==> config.mk <==
export PLATFORM = sky130hd
export DESIGN_NAME = edf_preempt_target_finder
export DESIGN_NICKNAME = d
export VERILOG_FILES = /design/src/rtl/edfptf_pkg.sv /design/src/rtl/edfptf_ram.sv /design/src/rtl/edf_preempt_target_finder.sv
export SDC_FILE = /design/constraint.sdc
export NUM_CORES = 2
export LEC_CHECK = 0
export BUFFER_PORTS_ARGS = -buffer_cell sky130_fd_sc_hd__buf_2
export CELL_PAD_IN_SITES_DETAIL_PLACEMENT = 1
export CELL_PAD_IN_SITES_GLOBAL_PLACEMENT = 1
export CORE_MARGIN = 3
export CORE_UTILIZATION = 45
export CTS_BUF_LIST = sky130_fd_sc_hd__clkbuf_4
export DETAILED_ROUTE_END_ITERATION = 7
export PLACE_DENSITY = 0.72
export SETUP_SLACK_MARGIN = 0.4
export SYNTH_ARGS = -nofsm -noshare
export SYNTH_HDL_FRONTEND = slang
export SYNTH_SLANG_ARGS = --single-unit
==> constraint.sdc <==
create_clock -name clk -period 5.7 [get_ports clk]
set_clock_uncertainty 0.15 [all_clocks]
set_input_delay 1.14 -clock clk [delete_from_list [all_inputs] [get_ports clk]]
set_output_delay 1.14 -clock clk [all_outputs]
set_load 0.005 [all_outputs]
==> src/rtl/edfptf_pkg.sv <==
`default_nettype none
package edfptf_pkg;

  localparam int          NUM_CPUS_DEF   = 64;
  localparam int          MAX_MASK_CPUS  = 64;
  localparam int          DL_W           = 64;
  localparam int          CPU_W          = 6;
  localparam int          CCOUNT_W       = 7;

  localparam logic [CCOUNT_W-1:0] CPU_COUNT_RST = 7'd12;
  localparam logic [63:0]         ISO_MASK_RST  = 64'd2080;

  // event codes
  localparam logic OP_RUN   = 1'b0;
  localparam logic OP_QUERY = 1'b1;

  // configuration register indexes
  localparam logic CFG_CPU_COUNT = 1'b0;
  localparam logic CFG_ISO_MASK  = 1'b1;

  typedef enum logic [1:0] {
    S_IDLE,
    S_SCAN,
    S_DRAIN,
    S_DONE
  } state_t;

endpackage
`default_nettype wire

==> src/rtl/edfptf_ram.sv <==
`default_nettype none
module edfptf_ram #(
  parameter int  W     = 64,
  parameter int  DEPTH = 64,
  localparam int AW    = (DEPTH > 1) ? $clog2(DEPTH) : 1
) (
  input  wire logic          clk,
  input  wire logic          we,
  input  wire logic [AW-1:0] waddr,
  input  wire logic [W-1:0]  wdata,
  input  wire logic [AW-1:0] raddr,
  output logic      [W-1:0]  rdata
);

  logic [W-1:0] mem [DEPTH];

  always_ff @(posedge clk) begin
    if (we) begin
      mem[waddr] <= wdata;
    end
    rdata <= mem[raddr];
  end

endmodule
`default_nettype wire

==> src/rtl/edf_preempt_target_finder.sv <==
`default_nettype none
// EDF preemption target finder.
// Input channel (in_valid / in_stall) takes one event per request: a running
// event (in_opcode = run) stores in_task_deadline for in_cpu_index when that
// cpu is isolated; a query (in_opcode = query) looks for the isolated cpu with
// the latest stored deadline below cpu_count and reports it when the queried
// deadline is earlier. Every request gives exactly one result on the output
// channel (out_valid / out_stall); running events report no target.
// A running event passes through S_DONE to the output register; a query
// first scans min(cpu_count, table depth) entries, or none when cpu_count is 0.
// The table sits in a one-port-write, one-port-read ram with registered read,
// scanned one entry per cycle by a single 64-bit comparator that also makes
// the final decision.
// The block handles one request at a time; in_stall is high while it works.
// A finished result waits in the output register while out_stall is high;
// the next request is still taken, but its result waits for the slot.
// Reset (rst_n low, synchronous) empties the table through per-entry valid
// bits, so no clearing pass is needed; cpu_count returns to 12 and the
// isolated mask to cpus 5 and 11. cfg writes are always ready.
module edf_preempt_target_finder
  import edfptf_pkg::*;
#(
  parameter int NUM_CPUS = NUM_CPUS_DEF
) (
  input  wire logic             clk,
  input  wire logic             rst_n,
  input  wire logic             in_valid,
  output logic                  in_stall,
  input  wire logic             in_opcode,
  input  wire logic [CPU_W-1:0] in_cpu_index,
  input  wire logic [DL_W-1:0]  in_task_deadline,
  output logic                  out_valid,
  input  wire logic             out_stall,
  output logic                  out_target_valid,
  output logic [CPU_W-1:0]      out_target_cpu,
  input  wire logic             cfg_valid,
  output logic                  cfg_ready,
  input  wire logic             cfg_index,
  input  wire logic [DL_W-1:0]  cfg_wdata
);

  localparam int TBL_DEPTH = (NUM_CPUS < MAX_MASK_CPUS) ? NUM_CPUS : MAX_MASK_CPUS;
  localparam int AW        = $clog2(TBL_DEPTH);
  localparam int CW        = $clog2(TBL_DEPTH + 1);

  state_t               state_r, state_nxt;
  logic [CW-1:0]        cnt_r, cnt_nxt;
  logic [CW-1:0]        lim_r, lim_nxt;
  logic [DL_W-1:0]      dl_r, dl_nxt;
  logic                 isq_r, isq_nxt;
  logic [DL_W-1:0]      best_r, best_nxt;
  logic [CPU_W-1:0]     bcpu_r, bcpu_nxt;
  logic                 p_vld_r, p_vld_nxt;
  logic                 p_iso_r, p_iso_nxt;
  logic [AW-1:0]        p_idx_r, p_idx_nxt;
  logic [TBL_DEPTH-1:0] vld_r, vld_nxt;
  logic [63:0]          mask_r;
  logic [CCOUNT_W-1:0]  ccount_r;
  logic                 out_vld_r, out_vld_nxt;
  logic                 out_tv_r, out_tv_nxt;
  logic [CPU_W-1:0]     out_cpu_r, out_cpu_nxt;

  logic                 in_accept;
  logic                 out_free;
  logic                 ram_we;
  logic [AW-1:0]        ram_waddr;
  logic [AW-1:0]        ram_raddr;
  logic [DL_W-1:0]      ram_rdata;
  logic [DL_W-1:0]      cmp_a, cmp_b;
  logic                 gt;
  logic [CW-1:0]        lim_calc;

  edfptf_ram #(
    .W     (DL_W),
    .DEPTH (TBL_DEPTH)
  ) u_tbl (
    .clk   (clk),
    .we    (ram_we),
    .waddr (ram_waddr),
    .wdata (in_task_deadline),
    .raddr (ram_raddr),
    .rdata (ram_rdata)
  );

  assign in_stall         = (state_r != S_IDLE);
  assign in_accept        = in_valid && !in_stall;
  assign out_valid        = out_vld_r;
  assign out_target_valid = out_tv_r;
  assign out_target_cpu   = out_cpu_r;
  assign cfg_ready        = 1'b1;
  assign out_free         = !out_vld_r || !out_stall;

  // running event stores only for an isolated cpu inside the table
  assign ram_waddr = in_cpu_index[AW-1:0];
  assign ram_we    = in_accept && (in_opcode == OP_RUN)
                     && ({1'b0, in_cpu_index} < CCOUNT_W'(TBL_DEPTH))
                     && mask_r[in_cpu_index];

  assign lim_calc = (ccount_r > CCOUNT_W'(TBL_DEPTH)) ? CW'(TBL_DEPTH) : CW'(ccount_r);

  // shared comparator: scan step, then final decision
  assign cmp_a = (state_r == S_DONE) ? best_r : ram_rdata;
  assign cmp_b = (state_r == S_DONE) ? dl_r   : best_r;
  assign gt    = cmp_a > cmp_b;

  always_ff @(posedge clk) begin
    if (!rst_n) begin
      state_r   <= S_IDLE;
      vld_r     <= '0;
      p_vld_r   <= 1'b0;
      out_vld_r <= 1'b0;
      mask_r    <= ISO_MASK_RST;
      ccount_r  <= CPU_COUNT_RST;
    end else begin
      state_r   <= state_nxt;
      vld_r     <= vld_nxt;
      p_vld_r   <= p_vld_nxt;
      out_vld_r <= out_vld_nxt;
      if (cfg_valid && cfg_ready) begin
        unique case (cfg_index)
          CFG_CPU_COUNT: ccount_r <= cfg_wdata[CCOUNT_W-1:0];
          CFG_ISO_MASK:  mask_r   <= cfg_wdata;
          default:       ;
        endcase
      end
    end
  end

  always_ff @(posedge clk) begin
    cnt_r     <= cnt_nxt;
    lim_r     <= lim_nxt;
    dl_r      <= dl_nxt;
    isq_r     <= isq_nxt;
    best_r    <= best_nxt;
    bcpu_r    <= bcpu_nxt;
    p_iso_r   <= p_iso_nxt;
    p_idx_r   <= p_idx_nxt;
    out_tv_r  <= out_tv_nxt;
    out_cpu_r <= out_cpu_nxt;
  end

  always_comb begin
    state_nxt   = state_r;
    cnt_nxt     = cnt_r;
    lim_nxt     = lim_r;
    dl_nxt      = dl_r;
    isq_nxt     = isq_r;
    best_nxt    = best_r;
    bcpu_nxt    = bcpu_r;
    p_vld_nxt   = 1'b0;
    p_iso_nxt   = p_iso_r;
    p_idx_nxt   = p_idx_r;
    vld_nxt     = vld_r;
    out_vld_nxt = out_vld_r && out_stall;
    out_tv_nxt  = out_tv_r;
    out_cpu_nxt = out_cpu_r;
    ram_raddr   = cnt_r[AW-1:0];

    if (ram_we) begin
      vld_nxt[ram_waddr] = 1'b1;
    end

    // compare stage, in the cycle after the read is issued
    if (p_vld_r && p_iso_r && gt) begin
      best_nxt = ram_rdata;
      bcpu_nxt = CPU_W'(p_idx_r);
    end

    unique case (state_r)
      S_IDLE: begin
        if (in_accept) begin
          isq_nxt  = (in_opcode == OP_QUERY);
          dl_nxt   = in_task_deadline;
          best_nxt = '0;
          bcpu_nxt = '0;
          cnt_nxt  = '0;
          lim_nxt  = lim_calc;
          if ((in_opcode == OP_QUERY) && (lim_calc != '0)) begin
            state_nxt = S_SCAN;
          end else begin
            state_nxt = S_DONE;
          end
        end
      end
      S_SCAN: begin
        p_vld_nxt = 1'b1;
        p_iso_nxt = mask_r[cnt_r[AW-1:0]] && vld_r[cnt_r[AW-1:0]];
        p_idx_nxt = cnt_r[AW-1:0];
        if (CW'(cnt_r + 1'b1) == lim_r) begin
          state_nxt = S_DRAIN;
        end else begin
          cnt_nxt = CW'(cnt_r + 1'b1);
        end
      end
      S_DRAIN: begin
        state_nxt = S_DONE;
      end
      S_DONE: begin
        // best above the queried deadline implies a nonzero best
        if (out_free) begin
          out_vld_nxt = 1'b1;
          out_tv_nxt  = isq_r && gt;
          out_cpu_nxt = (isq_r && gt) ? bcpu_r : '0;
          state_nxt   = S_IDLE;
        end
      end
      default: begin
        state_nxt = S_IDLE;
      end
    endcase
  end

endmodule
`default_nettype wire
==> metrics.cfg <==
[setup_path]
path_max_fanout = 41
critPathLaunchType = register
worstPathRequired_ns = 7.06
cp-startpoint = state_r[0]
cp_slowest_cell = nor4_1
worst_path_largest_cell_delay_ns = 0.73
crit_top_cell = buf_4
crit_type = reg2reg
path_cells = ha_4 > buf_4 > mux2_2 > ha_1 > nand4_1 > nor4_1 > a41oi_1 > a21oi_4 > buf_4 > mux2i_1
reg2reg_from = state_r[0]
cp-end-kind = register
crit_arrival_ns = 6.27

[power]
clockPowerShare = 0.308
power_leakage_nw = 62.2
p_sw_mw = 25.9
pwr-share-seq = 0.423
vdd_drop_max_mv = 0.472
p_int_mw = 61.9
finalPower_mw = 87.8
power_per_cell_area_mw_per_mm2 = 447
swShare = 0.295
power_frac_comb = 0.269

[clock_network]
cts_tree = built
clk_latency_ns = 1.79
root_buffer = clkbuf_4
htree_levels = 7
clk_pin_slew_worst_paths_ns = 0.07
cts_setup_buffers = 0
cts_buffers = 1188
cts_buffer_depth = 5
cts_sinks = 4462

[routing]
wl_per_cell_um = 33.1
drt-total-wl_mm = 482
firstDrtPassIters = 6
antenna_left = 0
via_count = 88300
drc = 0
drt_iter0_markers = 11100
vias_per_cell = 6.07

[synth]
synth-edff-count = 4189
synth_seq_cells = 4462
synth-main-ff-cell = edfxtp_1
ys_seq_area_frac = 0.768
synth_fp_nets = 7538
ys_warn_count = 0
async_flop_share = 0
synth_area_mm2 = 0.171
synth_area_per_cell_um2 = 23.3
synthCells = 7326
ys_types = 51

[die]
top_level_ports = 151
die_h_um = 622
dieArea_mm2 = 0.387
start_util = 0.453
fp-row-count = 225
die_w_um = 622
core_mm2 = 0.377

[layout]
area_delta_synth_final_pct = 14.9
fin_cells = 14600
final_nets = 8957
final_cell_mix = edfxtp_1, clkbuf_4, mux4_2
n_fill_cell = 33300
fin_util = 0.521
layout_commonest_cell = edfxtp_1
layout-drive-gt1-share = 0.386

[worst_hold_path]
hold_start = cfg_wdata[13]
hold_class = in2reg

[timing]
setup_violations = 0
fin_ws_ns = 0.789
hold_violations = 0
slew_headroom = 0.0923
rsz0062_at_grt = false
period_minus_slack_ns = 4.91
fin_hold_ws_ns = 0.170
maxSlewViolCount = 0
worst_pin_slew_ns = 1.36
fin_crit_sh = 0.862
max_freq_mhz = 204

[global_routing]
grt_pass1_wl_mm = 689
gr-usage-all-layers = 0.250
grt_pass1_vias = 93800
antenna_found_initial = 37
grt_overflow_total = 0
grt_max_degree = 117

[place]
gp_congestion = 0.830
pre_cts_slack_ns = 0.667
portBuffers = 149
dp.cells = 12300
hpwl_mm = 263

[outcome]
outcome = finished clean

[job]
max-cap-violations = 0

==> worst max-delay path, delay by kind of cell, from the launching register on <==
kind	cells	cell delay [ns]
AND/OR/NAND/NOR	2	0.92
adder cells (fa/ha/maj)	2	0.93
multiplexers	2	0.64
buffers and inverters	2	0.98
AO/OA/AOI/OAI	2	0.53
flip-flops	1	0.52
==> power by group through the flow <==
stage | combinational (mW) | clock, mW | sequential (mW)
after floorplan | 16.1 | 0 | 37.4
after global placement | 23.4 | 0 | 37.8
after detailed placement | 23.7 | 0 | 37.8
after CTS | 24.0 | 27.7 | 37.1
after global routing | 24.9 | 29.6 | 37.1
final | 23.6 | 27.1 | 37.1
==> path summary, 6_finish.rpt <==
path / slack [ns] / endpoint / cells past startpoint
worst max-delay path: 0.79 / best_r[33] / 10
worst min-delay path: 0.17 / mask_r[13] / 4
worst max register to register: 0.79 / best_r[33] / 10
worst min register to register: 0.29 / best_r[41] / 2
==> repair_timing <==
action,CTS,global route
resized for setup,0,0
endpoints found under the hold margin,3460,0
hold buffers,221,0
==> per-layer routing <==
metal  part of all wire  GRT usage  vias up
met5           0.000091          0        -
li1                   -          -    34700
met4              0.031     0.0981        8
met3              0.088     0.0531      903
met2               0.50      0.409     5164
met1               0.38      0.331    47600
==> flip-flops by register name, summed over array words and instances, names as in the netlist, 7 cells and up <==
| register | count |
|---|---|
| ccount_r | 7 |
| mask_r | 64 |
| dl_r | 64 |
| lim_r | 7 |
| cnt_r | 7 |
| vld_r | 64 |
| best_r | 64 |
| u_tbl.mem | 4096 |
| u_tbl.rdata | 64 |
==> stage by stage <==
step | setup TNS (ns) | instance area (µm²)
6_report | 0 | 196000
5_1_grt | 0 | 196000
4_1_cts | 0 | 196000
3_5_place_dp | 0 | 180000
3_3_place_gp | 0 | 180000
2_1_floorplan | -513.13 | 171000
==> cells in the mapped netlist (all sizes together), types with 7 or more instances <==
library cell | count | area [µm²]
edfxtp | 4189 | 126000
mux4 | 1356 | 30500
nand2 | 352 | 1320
dfxtp | 273 | 5470
clkbuf | 217 | 815
buf | 175 | 940
mux2i | 144 | 1440
nor2 | 89 | 334
ha | 71 | 888
mux2 | 70 | 788
a21boi | 68 | 510
o21a | 65 | 488
nand3 | 47 | 235
o21ai | 35 | 175
a21oi | 33 | 165
nand4 | 15 | 93.8
o211ai | 14 | 105
and2 | 13 | 81.3
nor2b | 13 | 81.3
inv | 7 | 26.3
nor4 | 7 | 43.8
==> logic make-up (layout without fill, tap and decap cells) <==
| group | after synthesis | in the layout | share of synthesized area |
|---|---|---|---|
| AND/OR/NAND/NOR | 560 | 560 | 0.0138 |
| AO/OA/AOI/OAI | 251 | 251 | 0.0101 |
| flip-flops | 4462 | 4462 | 0.768 |
| XOR/XNOR | 12 | 12 | 0.000615 |
| adder cells (fa/ha/maj) | 71 | 71 | 0.00520 |
| multiplexers | 1570 | 1570 | 0.192 |
| buffers and inverters | 399 | 2602 | 0.0104 |
| other | 1 | 36 | 0.0000219 |
==> final cells by class <==
class	count	area (µm²)	area share
Sequential cell	4462	131000	0.668
Tap cell	4994	6250	0.0318
Timing Repair Buffer	621	6210	0.0316
Inverter	7	28.8	0.000147
Multi-Input combinational cell	2465	38400	0.195
Clock buffer	1708	12800	0.0653
Antenna cell	35	87.6	0.000446
Clock inverter	266	1350	0.00685
(Power assumes the default switching activity.)
